## src/design/mksm_pkg.sv

```systemverilog
// shared constants and register codes for the multi-keyword stream matcher
package mksm_pkg;

	localparam int KEYWORD_SLOTS_DEF   = 4;
	localparam int MAX_KEYWORD_LEN_DEF = 8;

	// fixed field widths
	localparam int CHAR_W     = 8;
	localparam int LEN_W      = 4;
	localparam int MASK_W     = 4;
	localparam int CFG_DATA_W = 64;
	localparam int CFG_IDX_W  = 3;

	// register indexes on the configuration port
	localparam logic [CFG_IDX_W-1:0] REG_KEYWORD_BASE = 3'd0;
	localparam logic [CFG_IDX_W-1:0] REG_LENGTHS      = 3'd4;

	typedef logic [CHAR_W-1:0] char_t;
	typedef logic [LEN_W-1:0]  len_t;
	typedef logic [MASK_W-1:0] mask_t;

endpackage

```

## src/design/mksm_cfg_regs.sv

```systemverilog
// configuration registers: keyword characters and clamped slot lengths
module mksm_cfg_regs #(
	parameter int KEYWORD_SLOTS   = mksm_pkg::KEYWORD_SLOTS_DEF,
	parameter int MAX_KEYWORD_LEN = mksm_pkg::MAX_KEYWORD_LEN_DEF
) (
	input  logic                                        clk,
	input  logic                                        arst_n,
	input  logic                                        cfg_we,
	input  logic [mksm_pkg::CFG_IDX_W-1:0]              cfg_index,
	input  logic [mksm_pkg::CFG_DATA_W-1:0]             cfg_wdata,
	output logic [MAX_KEYWORD_LEN*mksm_pkg::CHAR_W-1:0] kw_chars [KEYWORD_SLOTS],
	output mksm_pkg::len_t                              kw_len   [KEYWORD_SLOTS]
);
	import mksm_pkg::*;

	localparam int KW_W = MAX_KEYWORD_LEN * CHAR_W;

	logic [KW_W-1:0] keyword_q [KEYWORD_SLOTS];
	len_t            length_q  [KEYWORD_SLOTS];

	always_ff @(posedge clk or negedge arst_n) begin
		if (!arst_n) begin
			for (int s = 0; s < KEYWORD_SLOTS; s++) begin
				keyword_q[s] <= '0;
				length_q[s]  <= '0;
			end
		end else if (cfg_we) begin
			for (int s = 0; s < KEYWORD_SLOTS; s++) begin
				if (cfg_index == REG_KEYWORD_BASE + CFG_IDX_W'(s)) begin
					keyword_q[s] <= cfg_wdata[KW_W-1:0];
				end
				if (cfg_index == REG_LENGTHS) begin
					length_q[s] <= cfg_wdata[s*LEN_W +: LEN_W];
				end
			end
		end
	end

	// lengths above the longest supported keyword count as the longest
	always_comb begin
		for (int s = 0; s < KEYWORD_SLOTS; s++) begin
			kw_chars[s] = keyword_q[s];
			kw_len[s]   = (length_q[s] > LEN_W'(MAX_KEYWORD_LEN)) ?
				LEN_W'(MAX_KEYWORD_LEN) : length_q[s];
		end
	end

endmodule

```

## src/design/mksm_slot.sv

```systemverilog
// one keyword slot: progress counter and next-character compare
module mksm_slot #(
	parameter int MAX_KEYWORD_LEN = mksm_pkg::MAX_KEYWORD_LEN_DEF
) (
	input  logic                                        clk,
	input  logic                                        arst_n,
	input  logic                                        advance,
	input  mksm_pkg::char_t                             ch,
	input  logic [MAX_KEYWORD_LEN*mksm_pkg::CHAR_W-1:0] kw_chars,
	input  mksm_pkg::len_t                              kw_len,
	output logic                                        hit
);
	import mksm_pkg::*;

	localparam int PROG_W = (MAX_KEYWORD_LEN > 1) ? $clog2(MAX_KEYWORD_LEN) : 1;

	logic [PROG_W-1:0] progress_q;
	char_t             kw [MAX_KEYWORD_LEN];
	len_t              prog_ext;
	len_t              step;
	len_t              nxt;

	always_comb begin
		for (int i = 0; i < MAX_KEYWORD_LEN; i++) begin
			kw[i] = kw_chars[i*CHAR_W +: CHAR_W];
		end
	end

	// progress stays below the longest keyword length, so the index is always in range when read
	always_comb begin
		prog_ext = LEN_W'(progress_q);
		step     = '0;
		nxt      = '0;
		hit      = 1'b0;
		if (kw_len != '0 && ch != '0) begin
			if (prog_ext < kw_len && ch == kw[progress_q]) begin
				step = prog_ext + LEN_W'(1);
			end else begin
				// mismatch: start again, this char may open the keyword
				step = (ch == kw[0]) ? LEN_W'(1) : '0;
			end
			if (step >= kw_len) begin
				hit = 1'b1;
			end else begin
				nxt = step;
			end
		end
	end

	always_ff @(posedge clk or negedge arst_n) begin
		if (!arst_n) begin
			progress_q <= '0;
		end else if (advance) begin
			progress_q <= nxt[PROG_W-1:0];
		end
	end

endmodule

```

## src/design/multi_keyword_stream_matcher_top.sv

```systemverilog
// top level of the multi-keyword stream matcher
//
// usage
// - input channel: one typed character per beat on typed_char with in_valid and
//   in_stall; character 0 means no character and clears all slot progress
// - output channel: one match_mask beat per input beat with out_valid and
//   out_stall; bit s is set when slot s finished its keyword on that character
// - configuration: cfg_we writes register cfg_index (0..3 keyword characters,
//   first character in the low byte; 4 packed 4-bit lengths); other indexes
//   are ignored; write only while the block is idle
// - an accepted input beat goes to the input register, and its result to the
//   output register after it; throughput one character per cycle while
//   out_stall is low, set by the single compare-and-count pass per slot
//   between the input and result registers
// - a stalled result holds; the input register still takes one more beat,
//   and in_stall rises only once that register is full as well
// - reset clears the keywords, lengths (all slots disabled), slot progress
//   and the valid flags of both pipeline registers; no clearing pass is needed
module multi_keyword_stream_matcher_top #(
	parameter int KEYWORD_SLOTS   = mksm_pkg::KEYWORD_SLOTS_DEF,
	parameter int MAX_KEYWORD_LEN = mksm_pkg::MAX_KEYWORD_LEN_DEF
) (
	input  logic                            clk,
	input  logic                            arst_n,
	// configuration port
	input  logic                            cfg_we,
	input  logic [mksm_pkg::CFG_IDX_W-1:0]  cfg_index,
	input  logic [mksm_pkg::CFG_DATA_W-1:0] cfg_wdata,
	// character input
	input  logic                            in_valid,
	output logic                            in_stall,
	input  mksm_pkg::char_t                 typed_char,
	// match result
	output logic                            out_valid,
	input  logic                            out_stall,
	output mksm_pkg::mask_t                 match_mask
);
	import mksm_pkg::*;

	localparam int KW_W = MAX_KEYWORD_LEN * CHAR_W;

	logic [KW_W-1:0] kw_chars [KEYWORD_SLOTS];
	len_t            kw_len   [KEYWORD_SLOTS];

	// stage 1: input register
	logic  valid_s1;
	char_t char_s1;
	// stage 2: result register
	logic  valid_s2;
	mask_t mask_s2;

	logic  advance;
	mask_t hits;

	mksm_cfg_regs #(
		.KEYWORD_SLOTS   (KEYWORD_SLOTS),
		.MAX_KEYWORD_LEN (MAX_KEYWORD_LEN)
	) u_cfg (
		.clk       (clk),
		.arst_n    (arst_n),
		.cfg_we    (cfg_we),
		.cfg_index (cfg_index),
		.cfg_wdata (cfg_wdata),
		.kw_chars  (kw_chars),
		.kw_len    (kw_len)
	);

	// the stage-1 beat moves on when the result register is empty or draining
	assign advance  = valid_s1 && (!valid_s2 || !out_stall);
	// input register full and unable to move on
	assign in_stall = valid_s1 && !advance;

	always_ff @(posedge clk or negedge arst_n) begin
		if (!arst_n) begin
			valid_s1 <= 1'b0;
		end else if (!in_stall) begin
			valid_s1 <= in_valid;
		end
	end

	always_ff @(posedge clk) begin
		if (in_valid && !in_stall) begin
			char_s1 <= typed_char;
		end
	end

	// all slots compare the same character in parallel
	for (genvar s = 0; s < MASK_W; s++) begin : g_slot
		if (s < KEYWORD_SLOTS) begin : g_used
			mksm_slot #(
				.MAX_KEYWORD_LEN (MAX_KEYWORD_LEN)
			) u_slot (
				.clk      (clk),
				.arst_n   (arst_n),
				.advance  (advance),
				.ch       (char_s1),
				.kw_chars (kw_chars[s]),
				.kw_len   (kw_len[s]),
				.hit      (hits[s])
			);
		end else begin : g_unused
			// slots beyond the built ones never match
			assign hits[s] = 1'b0;
		end
	end

	always_ff @(posedge clk or negedge arst_n) begin
		if (!arst_n) begin
			valid_s2 <= 1'b0;
		end else if (advance) begin
			valid_s2 <= 1'b1;
		end else if (!out_stall) begin
			valid_s2 <= 1'b0;
		end
	end

	always_ff @(posedge clk) begin
		if (advance) begin
			mask_s2 <= hits;
		end
	end

	assign out_valid  = valid_s2;
	assign match_mask = mask_s2;

	// a beat that moves on always lands in the result register
	a_advance_fills: assert property (@(posedge clk) disable iff (!arst_n)
		advance |=> valid_s2)
		else $error("result register empty after a beat moved on");

	// stalling the input only happens with a full input register behind a held result
	a_stall_cause: assert property (@(posedge clk) disable iff (!arst_n)
		in_stall |-> (valid_s1 && valid_s2 && out_stall))
		else $error("input stalled without a held result");

	// no character never completes a keyword
	a_null_char: assert property (@(posedge clk) disable iff (!arst_n)
		(advance && char_s1 == '0) |=> (match_mask == '0))
		else $error("match reported on a null character");

	// a held result is not overwritten
	a_hold_result: assert property (@(posedge clk) disable iff (!arst_n)
		(valid_s2 && out_stall) |-> !advance)
		else $error("held result overwritten");

endmodule

```

## config.mk

```make
export PLATFORM = sky130hd
export DESIGN_NAME = multi_keyword_stream_matcher_top
export DESIGN_NICKNAME = d
export VERILOG_FILES = /design/src/design/mksm_pkg.sv /design/src/design/mksm_cfg_regs.sv /design/src/design/mksm_slot.sv /design/src/design/multi_keyword_stream_matcher_top.sv
export SDC_FILE = /design/constraint.sdc
export NUM_CORES = 1
export LEC_CHECK = 0
export BUFFER_PORTS_ARGS = -buffer_cell sky130_fd_sc_hd__buf_2
export CAP_MARGIN = 40
export CORE_MARGIN = 1.5
export CORE_UTILIZATION = 57
export DETAILED_ROUTE_END_ITERATION = 16
export PLACE_DENSITY = 0.75
export SETUP_SLACK_MARGIN = 0.1
export SLEW_MARGIN = 20
export SYNTH_ARGS = -nofsm -noshare
export SYNTH_HDL_FRONTEND = slang
export SYNTH_SLANG_ARGS = --single-unit
```

## constraint.sdc

```tcl
create_clock -name clk -period 4.1 [get_ports clk]
set_input_delay 0.41 -clock clk [delete_from_list [all_inputs] [get_ports clk]]
set_output_delay 0.41 -clock clk [all_outputs]
set_load 0.02 [all_outputs]
```

==> metrics <==
post-layout util=68.1%; Reg2Reg Capture Point=g_slot[2].g_used.u_slot.progress_q[2]$_DFFE_PN0P_; final RePlAce weighted congestion=0.958; CP cell instances=buf_12 > mux2i_1 > a22oi_1 > a21o_1 > a221oi_2 > nand4_2 > mux2_4 > ha_1 > nand2b_1 > a21o_1 > a21o_1 > a21oi_1 > nand4_1 > a211oi_1 > a21o_1; Setup CP Type=reg2reg; Arrival @ worst endpoint=4.37 ns; type of origin of the critical path=register; Worst-Margin Slew=0.809 ns; sw power=2400 uW; Synth Warn #=0; most frequent cells in the layout=dfrtp_1 (281), mux2_2 (273), mux2i_1 (84), buf_2 (84), buf_4 (47); Routed Antenna Nets=0; Clock Root Buffer=clkbuf_16; Initial Utilization=58.6%; Fin. Hold Viols=0; Antenna diodes=0; area occupied by multi-input gates=7050 um^2; Post-route DRC=0; r2r startpoint=g_slot[2].g_used.u_slot.progress_q[0]$_DFFE_PN0P_; P per Cell Area=501 nW/um^2; Power Internal=6260 uW; initial antenna violation count=1; asr flop ratio synth=96.0%; WP data required=4.61 ns; routed vias=9852; nets=1323; maximum fanout along the worst path=11; dominant cell type by area after synthesis=dfrtp_1; crit-path most repeated cell=a21o_1; depth of the CTS H-tree=1; critical path's top delay family=compound AO/OA/AOI/OAI gates; outcome=finished clean; Hold Crit Start=typed_char[1]; Reg2Reg Depth=15; hold path depth=1; Post-DP HPWL=28900 um; # setup viols final=0; total track usage=30.6%; die area=27100 um^2; I/O Buffers=85; Sw Share=27.7%; Setup Skew=0.00861 ns; Clock Latency Late Sink=0.58 ns; synth top area cells=dfrtp_1 (48%), mux2_2 (21%), mux2i_1 (5.9%); commonest non-fill, non-tap cell in the layout=dfrtp_1; Syn Inst Count=1092; CP Buf/Inv Count=1; total CTS buffers=31; I/O Pins=86; worst min path class=in2reg; CTS tree=yes; Area Growth Syn to Fin=16.2%; post-route setup TNS=0 ns; # rows=58; Fillers=1846; R2R Setup Slk=0.24 ns; Cell Area, Synth=14900 um^2; fin cells=1570; crit path max-delay cell type=mux2i_1; vias in the first global route=9762; max cap viols=0; register area share after synthesis=50.5%; Clk pin slew, worst setup/hold paths=0.06 ns; Syn Nets=1200; Iteration-0 DRC Markers=849; final period utilization=94.2%; clock share of power=34.5%; Seq cells post-synth=298; Worst Hold End=char_s1[1]$_DFFE_PP_; Die W=165 um; routed wire length=40300 um; top_reg_cell synth=dfrtp_1; first-pass GRT wire length=60500 um; Avg WL per Cell=25.7 um; RSZ-0062 raised after global routing=false; share of cells above drive strength 1=43.5%; crit end category=register; vias per inst=6.28; largest net degree at the start of global routing=93; hold slack=0.0170 ns; final worst path period need=3.86 ns; post-synthesis cell type count=50; Pleak=0.00733 uW; Synth top area share=48.1%; Final Max Slew Viols=0; Avg Synthesized Cell Area=13.6 um^2; f_max=259 MHz; Seq pwr share=46.4%; Max stage delay on crit path=0.52 ns; Logic pwr share=19.2%; Max Buffers Root-to-Sink=3; Post-synth EDFFs=12; Post-Place Cells=1492; sequential cell area=7530 um^2; drt pass-1 iters=5; worst vdd ir=0.369 mV; # clock sinks=298; core area=25400 um^2; Slew headroom=46.1%; die height=165 um; Congestion Overflow GR=0
==> final cells by class <==
type | instances | area share, %
sequential | 298 | 43.6
multi-input combinational | 717 | 40.8
timing repair buffer | 153 | 6.57
clock buffer | 46 | 5.52
tap | 330 | 2.39
clock inverter | 12 | 0.883
inverter | 14 | 0.304
==> cell families (layout without fill, tap and decap cells) <==
family	Yosys count	in the layout	share of synthesized area, %
and+or+nand+nor	148	148	5.57
xor gates and xnor gates	49	49	2.89
adders and majority gates	28	28	2.36
muxes	390	390	30.8
AOI/OAI and AO/OA	102	102	5.32
buffers and inverters	77	225	2.51
DFF	298	298	50.5
==> power groups by stage <==
stage          registers (uW)  clock network (uW)  logic [uW]
2_1_floorplan            3860                   0        1150
4_1_cts                  4000                3020        1630
6_report                 4020                2990        1660
5_1_grt                  4080                3150        1790
3_5_place_dp             4050                   0        1620
3_3_place_gp             4030                   0        1560
==> how the worst max path moves through the flow <==
stage / from / end / slack, ns / depth (start not counted)
final: g_slot[2].g_used.u_slot.progress_q[0]$_DFFE_PN0P_ / g_slot[2].g_used.u_slot.progress_q[2]$_DFFE_PN0P_ / 0.24 / 15
after global routing: g_slot[0].g_used.u_slot.progress_q[0]$_DFFE_PN0P_ / g_slot[0].g_used.u_slot.progress_q[2]$_DFFE_PN0P_ / 0.07 / 15
after CTS: g_slot[1].g_used.u_slot.progress_q[0]$_DFFE_PN0P_ / g_slot[1].g_used.u_slot.progress_q[2]$_DFFE_PN0P_ / 0.12 / 15
after detailed placement: g_slot[0].g_used.u_slot.progress_q[0]$_DFFE_PN0P_ / g_slot[0].g_used.u_slot.progress_q[2]$_DFFE_PN0P_ / 0.04 / 15
after global placement: g_slot[0].g_used.u_slot.progress_q[0]$_DFFE_PN0P_ / g_slot[0].g_used.u_slot.progress_q[2]$_DFFE_PN0P_ / 0.14 / 15
after floorplan: g_slot[3].g_used.u_slot.progress_q[1]$_DFFE_PN0P_ / g_slot[3].g_used.u_slot.progress_q[0]$_DFFE_PN0P_ / 0.45 / 18
==> cell usage after synthesis, types with 4 or more instances <==
cell type	number
a21o_1	27
a21oi_1	11
a221oi_2	6
a22o_1	9
a22oi_1	24
and2_1	7
buf_2	10
buf_4	5
buf_6	7
clkbuf_1	41
dfrtp_1	286
edfxtp_1	12
ha_1	28
inv_1	14
mux2_2	273
mux2i_1	88
mux4_2	26
nand2_1	35
nand2b_1	13
nand3_1	17
nand4_1	4
nor2_1	17
nor2b_1	14
nor3_1	7
nor4_1	11
o211a_1	4
o21ai_0	8
xnor2_1	8
xor2_1	41
==> worst register-to-register path, cell delays in order (launching register included) <==
cell	delay [ns]
dfrtp_2	0.41
buf_12	0.18
mux2i_1	0.54
a22oi_1	0.20
a21o_1	0.20
a221oi_2	0.34
nand4_2	0.17
mux2_4	0.33
ha_1	0.27
nand2b_1	0.14
a21o_1	0.17
a21o_1	0.17
a21oi_1	0.18
nand4_1	0.11
a211oi_1	0.26
a21o_1	0.12
==> metrics by stage <==
step / setup slack (ns) / instance area [um^2] / power [uW]
detailed placement: 0.0421 / 15900 / 5670
global placement: 0.142 / 15900 / 5590
CTS: 0.123 / 17100 / 8650
finish: 0.238 / 17300 / 8660
global route: 0.0712 / 17300 / 9020
floorplan: 0.447 / 14900 / 5020
==> layer usage <==
layer	up-vias	global-route usage, %	wire length, um
li1	4283	-	-
met1	5072	44.0	17600
met2	410	46.5	18300
met3	85	6.10	3090
met4	2	10.3	1320
met5	-	1.33	40
==> registers in the layout (all words and copies together), names as in the netlist <==
| register | cells |
|---|---|
| valid_s1 | 1 |
| match_mask | 4 |
| u_cfg.length_q | 16 |
| out_valid | 1 |
| char_s1 | 8 |
| g_slot.g_used.u_slot.progress_q | 12 |
| u_cfg.kw_chars | 256 |
==> repair_timing <==
action                                 4_1_cts  5_1_grt
gates resized for setup                      1       14
endpoints found under the hold margin       93        0
hold buffers                                 6        0
pin swaps                                    0        2
gates cloned                                 0        1
setup endpoints to repair                    1       12
buffers inserted                             0       13
Power figures use the tool's default switching activity.
